===== src/rtl/emac_pkg.sv =====
// types, constants and helper functions of the echo motion alarm controller
package emac_pkg;

  // field widths
  localparam int unsigned DIST_W = 16;
  localparam int unsigned ACT_W  = 2;
  localparam int unsigned CODE_W = 2;

  // arming sample set
  localparam int unsigned ARM_SAMPLES = 4;
  localparam int unsigned IDX_W       = $clog2(ARM_SAMPLES);
  localparam int unsigned CNT_W       = $clog2(ARM_SAMPLES + 1);
  localparam int unsigned SUM_W       = DIST_W + $clog2(ARM_SAMPLES);

  // tolerance after reset
  localparam logic [DIST_W-1:0] TOL_RESET = DIST_W'(100);

  // item actions
  typedef enum logic [ACT_W-1:0] {
    ACT_ARM   = 2'd0,
    ACT_RESET = 2'd1,
    ACT_RISE  = 2'd2,
    ACT_FALL  = 2'd3
  } action_e;

  // alarm state codes as seen on the result item
  localparam logic [CODE_W-1:0] CODE_IDLE   = 2'd0;
  localparam logic [CODE_W-1:0] CODE_ARMING = 2'd1;
  localparam logic [CODE_W-1:0] CODE_ARMED  = 2'd2;
  localparam logic [CODE_W-1:0] CODE_FIRED  = 2'd3;

  // controller modes, one-hot
  typedef enum logic [3:0] {
    MODE_IDLE   = 4'b0001,
    MODE_ARMING = 4'b0010,
    MODE_ARMED  = 4'b0100,
    MODE_FIRED  = 4'b1000
  } mode_e;

  // mode to result code
  function automatic logic [CODE_W-1:0] mode_code(mode_e m);
    logic [CODE_W-1:0] c;
    unique case (m)
      MODE_IDLE:   c = CODE_IDLE;
      MODE_ARMING: c = CODE_ARMING;
      MODE_ARMED:  c = CODE_ARMED;
      MODE_FIRED:  c = CODE_FIRED;
      default:     c = CODE_IDLE;
    endcase
    return c;
  endfunction

  // true when |mean - d| < tol
  function automatic logic within_tol(logic [DIST_W-1:0] mean, logic [DIST_W-1:0] d,
                                      logic [DIST_W-1:0] tol);
    logic [DIST_W-1:0] diff;
    diff = (mean >= d) ? (mean - d) : (d - mean);
    return diff < tol;
  endfunction

endpackage


===== src/rtl/echo_motion_alarm_controller_unit.sv =====
// echo motion alarm controller: input register, state update and result register
//
// Motion alarm driven by echo edge timestamps. Each item (arm press, reset press,
// echo rising or falling edge) yields exactly one result item carrying the mode
// after the item, the latest echo width, the reference mean and the fired and
// arming-failed flags. The block takes one item per cycle while the result
// side is not stalled; an accepted item is held in the input register and then
// in the result register, and the state update plus the four-sample tolerance
// check run combinationally between those two registers. The tolerance register is
// written through the cfg channel, which is always ready; write it only while no
// item is in flight.
module echo_motion_alarm_controller_unit (
  input  logic                           clk_i,
  input  logic                           rst_ni,
  // config write channel
  input  logic                           cfg_valid_i,
  output logic                           cfg_ready_o,
  input  logic [emac_pkg::DIST_W-1:0]    cfg_data_i,
  // input item channel
  input  logic                           in_valid_i,
  output logic                           in_stall_o,
  input  logic [emac_pkg::ACT_W-1:0]     action_i,
  input  logic [emac_pkg::DIST_W-1:0]    capture_time_i,
  // result item channel
  output logic                           out_valid_o,
  input  logic                           out_stall_i,
  output logic [emac_pkg::CODE_W-1:0]    alarm_state_o,
  output logic [emac_pkg::DIST_W-1:0]    measured_distance_o,
  output logic [emac_pkg::DIST_W-1:0]    reference_level_o,
  output logic                           fired_now_o,
  output logic                           arming_failed_o
);
  import emac_pkg::*;

  // handshake and pipeline control
  logic                  s1_valid_q;
  logic [ACT_W-1:0]      s1_action_q;
  logic [DIST_W-1:0]     s1_time_q;
  logic                  out_valid_q;
  logic                  out_free;
  logic                  s1_fire;
  logic                  in_fire;

  // block state
  logic [DIST_W-1:0]     tol_q;
  mode_e                 mode_q, mode_d;
  logic [DIST_W-1:0]     start_q, start_d;
  logic [DIST_W-1:0]     samples_q [ARM_SAMPLES];
  logic [CNT_W-1:0]      count_q, count_d;
  logic [SUM_W-1:0]      sum_q, sum_d;
  logic [DIST_W-1:0]     mean_q, mean_d;
  logic [DIST_W-1:0]     dist_q, dist_d;
  logic                  sample_we;

  // result register
  logic [CODE_W-1:0]     res_state_q;
  logic [DIST_W-1:0]     res_dist_q;
  logic [DIST_W-1:0]     res_mean_q;
  logic                  res_fired_q, res_fired_d;
  logic                  res_failed_q, res_failed_d;

  // arming check helpers
  logic [DIST_W-1:0]     new_dist;
  logic [SUM_W-1:0]      sum_new;
  logic [DIST_W-1:0]     mean_new;
  logic [DIST_W-1:0]     chk_sample [ARM_SAMPLES];
  logic                  all_ok;
  action_e               act;

  assign cfg_ready_o = 1'b1;
  assign out_free    = !out_valid_q || !out_stall_i;
  assign s1_fire     = s1_valid_q && out_free;
  assign in_stall_o  = s1_valid_q && !out_free;
  assign in_fire     = in_valid_i && !in_stall_o;

  // tolerance register
  always_ff @(posedge clk_i or negedge rst_ni) begin
    if (!rst_ni) begin
      tol_q <= TOL_RESET;
    end else if (cfg_valid_i && cfg_ready_o) begin
      tol_q <= cfg_data_i;
    end
  end

  // input register
  always_ff @(posedge clk_i or negedge rst_ni) begin
    if (!rst_ni) begin
      s1_valid_q <= 1'b0;
    end else if (in_fire) begin
      s1_valid_q <= 1'b1;
    end else if (s1_fire) begin
      s1_valid_q <= 1'b0;
    end
  end

  always_ff @(posedge clk_i) begin
    if (in_fire) begin
      s1_action_q <= action_i;
      s1_time_q   <= capture_time_i;
    end
  end

  // distance, running sum and mean of the full sample set
  assign act      = action_e'(s1_action_q);
  assign new_dist = s1_time_q - start_q;
  assign sum_new  = sum_q + SUM_W'(new_dist);
  assign mean_new = DIST_W'(sum_new / ARM_SAMPLES);

  // samples to check: stored ones plus the one arriving now
  always_comb begin
    for (int i = 0; i < ARM_SAMPLES; i++) begin
      chk_sample[i] = (count_q[IDX_W-1:0] == IDX_W'(i)) ? new_dist : samples_q[i];
    end
  end

  always_comb begin
    all_ok = 1'b1;
    for (int i = 0; i < ARM_SAMPLES; i++) begin
      if (!within_tol(mean_new, chk_sample[i], tol_q)) begin
        all_ok = 1'b0;
      end
    end
  end

  // next state
  always_comb begin
    mode_d       = mode_q;
    start_d      = start_q;
    count_d      = count_q;
    sum_d        = sum_q;
    mean_d       = mean_q;
    dist_d       = dist_q;
    sample_we    = 1'b0;
    res_fired_d  = 1'b0;
    res_failed_d = 1'b0;
    unique case (act)
      ACT_ARM: begin
        if (mode_q == MODE_IDLE) begin
          mode_d  = MODE_ARMING;
          count_d = '0;
          sum_d   = '0;
        end
      end
      ACT_RESET: begin
        if (mode_q == MODE_ARMED || mode_q == MODE_FIRED) begin
          mode_d = MODE_IDLE;
        end
      end
      ACT_RISE: begin
        start_d = s1_time_q;
      end
      ACT_FALL: begin
        dist_d = new_dist;
        if (mode_q == MODE_ARMING) begin
          sample_we = 1'b1;
          if (count_q == CNT_W'(ARM_SAMPLES - 1)) begin
            // last sample: settle arming
            mean_d  = mean_new;
            count_d = '0;
            sum_d   = '0;
            if (all_ok) begin
              mode_d = MODE_ARMED;
            end else begin
              mode_d       = MODE_IDLE;
              res_failed_d = 1'b1;
            end
          end else begin
            count_d = count_q + CNT_W'(1);
            sum_d   = sum_new;
          end
        end else if (mode_q == MODE_ARMED) begin
          if (!within_tol(mean_q, new_dist, tol_q)) begin
            mode_d      = MODE_FIRED;
            res_fired_d = 1'b1;
          end
        end
      end
      default: ;
    endcase
  end

  // control state
  always_ff @(posedge clk_i or negedge rst_ni) begin
    if (!rst_ni) begin
      mode_q  <= MODE_IDLE;
      start_q <= '0;
      count_q <= '0;
      sum_q   <= '0;
      mean_q  <= '0;
      dist_q  <= '0;
    end else if (s1_fire) begin
      mode_q  <= mode_d;
      start_q <= start_d;
      count_q <= count_d;
      sum_q   <= sum_d;
      mean_q  <= mean_d;
      dist_q  <= dist_d;
    end
  end

  // arming sample store
  always_ff @(posedge clk_i) begin
    if (s1_fire && sample_we) begin
      samples_q[count_q[IDX_W-1:0]] <= new_dist;
    end
  end

  // result register
  always_ff @(posedge clk_i or negedge rst_ni) begin
    if (!rst_ni) begin
      out_valid_q <= 1'b0;
    end else if (out_free) begin
      out_valid_q <= s1_valid_q;
    end
  end

  always_ff @(posedge clk_i) begin
    if (s1_fire) begin
      res_state_q  <= mode_code(mode_d);
      res_dist_q   <= dist_d;
      res_mean_q   <= mean_d;
      res_fired_q  <= res_fired_d;
      res_failed_q <= res_failed_d;
    end
  end

  assign out_valid_o         = out_valid_q;
  assign alarm_state_o       = res_state_q;
  assign measured_distance_o = res_dist_q;
  assign reference_level_o   = res_mean_q;
  assign fired_now_o         = res_fired_q;
  assign arming_failed_o     = res_failed_q;

  // checks
  a_flags_exclusive: assert property (@(posedge clk_i) disable iff (!rst_ni)
    out_valid_o |-> !(fired_now_o && arming_failed_o))
    else $error("fired and arming-failed flagged on one item");

  a_fired_state: assert property (@(posedge clk_i) disable iff (!rst_ni)
    (out_valid_o && fired_now_o) |-> (alarm_state_o == CODE_FIRED))
    else $error("fired item without fired state");

  a_failed_state: assert property (@(posedge clk_i) disable iff (!rst_ni)
    (out_valid_o && arming_failed_o) |-> (alarm_state_o == CODE_IDLE))
    else $error("failed arming item without idle state");

  a_stall_cause: assert property (@(posedge clk_i) disable iff (!rst_ni)
    in_stall_o |-> (out_valid_o && out_stall_i && s1_valid_q))
    else $error("input stalled with room downstream");

  a_count_range: assert property (@(posedge clk_i) disable iff (!rst_ni)
    count_q < CNT_W'(ARM_SAMPLES))
    else $error("sample count out of range");

endmodule

===== config.mk =====
export PLATFORM = sky130hd
export DESIGN_NAME = echo_motion_alarm_controller_unit
export DESIGN_NICKNAME = d
export VERILOG_FILES = /design/src/rtl/emac_pkg.sv /design/src/rtl/echo_motion_alarm_controller_unit.sv
export SDC_FILE = /design/constraint.sdc
export NUM_CORES = 1
export LEC_CHECK = 0
export BUFFER_PORTS_ARGS = -buffer_cell sky130_fd_sc_hd__buf_2
export CORE_ASPECT_RATIO = 0.5
export CORE_UTILIZATION = 65
export DETAILED_ROUTE_END_ITERATION = 16
export PLACE_DENSITY = 0.83
export SYNTH_ARGS = -nofsm -noshare
export SYNTH_HDL_FRONTEND = slang
export SYNTH_SLANG_ARGS = --single-unit

===== constraint.sdc =====
create_clock -name clk_i -period 15.06 [get_ports clk_i]
set_input_delay 1.506 -clock clk_i [delete_from_list [all_inputs] [get_ports clk_i]]
set_output_delay 1.506 -clock clk_i [all_outputs]
set_load 0.03 [all_outputs]

==> impl_metrics.csv <==
group,metric,value,unit
route,routed_via_density,6.64,
cells_and_area,fin_nets,2457,
critical_path,startpoint,"start_q[0]",
critical_path,cp.arrival,10.26,ns
logic_synthesis,yosysTopAreaCell,"edfxtp_1",
hold_path,hold_path.startpoint,"dist_q[1]",
status,status,"finished, final reports clean",
sta,grt_setup_unrepaired,"false",
logic_synthesis,async_flop_share,43.5,%
floorplan,num_rows,43,
logic_synthesis,synth-xor-area-share,3.84,%
logic_synthesis,ys_seq_area_share,30.5,%
power,combPwrFrac,73.3,%
grt,met3_usage,8.27,%
logic_synthesis,synth_edf_count,118,
critical_path,reg2reg_slack,5.12,ns
placed_design,place_inst,2517,
power,p_int,0.00245,W
cells_and_area,multiInputGateArea,0.0123,mm²
placed_design,dp_hpwl,44200,µm
logic_synthesis,syn_nets,2410,
grt,grt_pass1_wl,86900,µm
critical_path,setup.worst_path.class,"register to register",
grt,grt_busiest_layer,"met1",
route,postRouteAntennaNets,0,
cells_and_area,final_common_cell,"ha_1",
cells_and_area,syn2layout_area_growth,7.97,%
sta,max_freq,101,MHz
sta,worst_slack,5.12,ns
critical_path,r2r-start,"start_q[0]",
logic_synthesis,synth.cell_area,0.0191,mm²
cells_and_area,final_cells,2557,
logic_synthesis,ys_seq_elements,209,
grt,grt.overflow.total,0,
sta,hold_viol,0,
route,firstDrtPassIters,6,
grt,use_met1,56.8,%
sta,clock_skew,0.0348,ns
logic_synthesis,synth_top_family_by_area,"compound AO/OA/AOI/OAI gates",
grt,grt_max_degree,83,
cells_and_area,final_cell_area,0.0206,mm²
clocking,cts_buffer_depth,3,
clocking,cts_resized,0,
floorplan,ios,78,
critical_path,rr_worst_depth,36,
logic_synthesis,synthAdderAreaFrac,17.5,%
sta,period_needed,9.94,ns
logic_synthesis,synth-simple-area-share,14.4,%
grt,antenna_found_initial,0,
power,leakage,9.35,nW
job,drv_cap,0,
grt,first_global_vias,15400,
logic_synthesis,synth_top_area_share,18.6,%
clocking,clkLatencyLatePin,0.57,ns
logic_synthesis,synth_compound_area_share,22.3,%
sta,slew_viol_final,0,
clocking,cts_root_buf,"clkbuf_16",
cells_and_area,fillCellCount,2142,
route,wl,57300,µm
sta,setup_viol,0,
logic_synthesis,synth_ff_type,"edfxtp_1",
floorplan,core-area,0.0282,mm²
logic_synthesis,synth_cell_type_count,101,
placed_design,portBuffers,76,
placed_design,gp_congestion,1.01,
sta,maxSlewHeadroom,16.2,%
cells_and_area,n_antenna_cell,0,
clocking,htree_levels,1,
floorplan,start_util,67.6,%
critical_path,required,15.38,ns
power,power-per-cell-area,238,mW/mm²
critical_path,crit_top_cell,"ha_1",
logic_synthesis,synth.avg_cell_area,9.04,µm²
grt,use_met2,56.0,%
sta,fin_crit_sh,66.0,%
logic_synthesis,synthCells,2112,
sta,setup_tns,0,ns
power,p_sw,0.00246,W
logic_synthesis,synth-warning-count,0,
critical_path,critPathCapture,"alarm_state_o[1]",
route,wl_per_cell,22.4,µm
sta,worst_slew_pin_slew,1.26,ns
critical_path,regToRegEndpoint,"alarm_state_o[1]",
clocking,clk_pin_slew,0.06,ns
floorplan,die_w,244,µm
hold_path,hold_path.class,"register to register",
clocking,post_cts_buffers,0,
critical_path,cp-end-kind,"register",
logic_synthesis,synth_mux_area_share,6.16,%
route,drc,0,
grt,grt_usage,38.0,%
clocking,ctsHoldBuffers,0,
cells_and_area,most-common-layout-cells,"ha_1, nand2_1, inv_1",
power,power_frac_seq,15.1,%
critical_path,path_max_fanout,16,
logic_synthesis,synth_area_leaders,"edfxtp_1, ha_1, dfrtp_1",
power,peakVddDrop,0.118,mV
sta,hold_ws,0.475,ns
cells_and_area,drive_gt1_share,11.1,%
critical_path,cp_slowest_cell,"xnor2_1",
placed_design,dpl_worst_slack,5.35,ns
critical_path,max_stage_delay,0.54,ns
clocking,cts_tree,"yes",
clocking,clock_sinks,209,
critical_path,startpoint_type,"register",
power,swShare,50.1,%
floorplan,chipHeight,123,µm
power,power.share.clock,11.5,%
clocking,cts_inserted_buffers,22,
route,drtIter0Drc,1906,
route,num_vias,17000,
cells_and_area,regArea,0.00583,mm²
placed_design,placed_cell_area,0.0199,mm²
floorplan,die_area,0.0301,mm²
==> worst min-delay path by stage <==
stage | to | slack, ns | depth (start not counted)
6_report | dist_q[1] | 0.48 | 2
5_1_grt | dist_q[9] | 0.50 | 2
4_1_cts | dist_q[2] | 0.48 | 2
3_5_place_dp | dist_q[4] | 0.46 | 2
3_3_place_gp | dist_q[7] | 0.45 | 2
2_1_floorplan | dist_q[7] | 0.44 | 2
==> area by class of cell <==
cell class                 count  share of cell area (%)
clock buffer                  29                    2.99
clock inverter                11                   0.540
inverter                     173                    3.15
multi-input combinational   1646                    59.7
sequential                   209                    28.3
tap                          382                    2.32
timing repair buffer         107                    2.99
==> flip-flops by register name (all words and copies together), names as in the netlist <==
register and cells:
alarm_state_o 2, mean_q 16, tol_q 16, arming_failed_o 1, mode_q 4, s1_valid_q 1, s1_time_q 16, sum_q 18
samples_q 64, fired_now_o 1, measured_distance_o 16, count_q 3, act 2, out_valid_o 1, start_q 16, reference_level_o 16
dist_q 16
==> through the flow <==
stage / power [W] / utilization [%]
floorplan: 0.00335 / -
global placement: 0.00414 / 70.4
detailed placement: 0.00422 / 70.4
CTS: 0.00480 / 72.9
global route: 0.00528 / 72.9
finish: 0.00491 / 72.9
==> per-layer routing <==
layer | wire (µm) | vias to the layer above
li1 | - | 7794
met1 | 25900 | 8206
met2 | 23300 | 881
met3 | 6950 | 105
met4 | 1110 | 0
met5 | 0 | -
==> synthesized netlist by cell type (28+ instances only) <==
master    instances
mux2i_1          77
nor2b_1          33
nor2_1          100
clkbuf_1         69
nand3_1          32
o21a_1           34
xnor2_1          52
o21ai_0         158
mux2_2           32
xor2_1           28
nor3_1           54
a21o_1           62
nand2_1         202
a21oi_1         127
dfrtp_1          87
edfxtp_1        118
ha_1            247
inv_1           169
==> critical path, delay by kind of cell (launching register included) <==
kind                     cells  cell delay (ns)
AO/OA/AOI/OAI               13             2.91
multiplexers                 2             0.45
buffers and inverters        3             0.72
flip-flops                   1             0.39
AND/OR/NAND/NOR             10             2.42
XOR/XNOR                     3             0.99
adder cells (fa/ha/maj)      5             1.79
==> power groups by stage <==
| stage | logic [W] | clock network [W] | registers (W) |
|---|---|---|---|
| floorplan | 0.00257 | 0 | 0.000781 |
| global placement | 0.00339 | 0 | 0.000749 |
| detailed placement | 0.00346 | 0 | 0.000753 |
| CTS | 0.00349 | 0.000566 | 0.000743 |
| global route | 0.00395 | 0.000585 | 0.000749 |
| finish | 0.00360 | 0.000564 | 0.000743 |
==> cell families (layout without fill, tap and decap cells) <==
group,after synthesis,count (layout)
AOI/OAI and AO/OA,623,623
and+or+nand+nor,567,567
buffers and inverters,257,320
adders and majority gates,260,260
muxes,113,113
DFF,209,209
xor gates and xnor gates,82,82
other,1,1
Note: power is estimated with default switching activity, not from simulation.
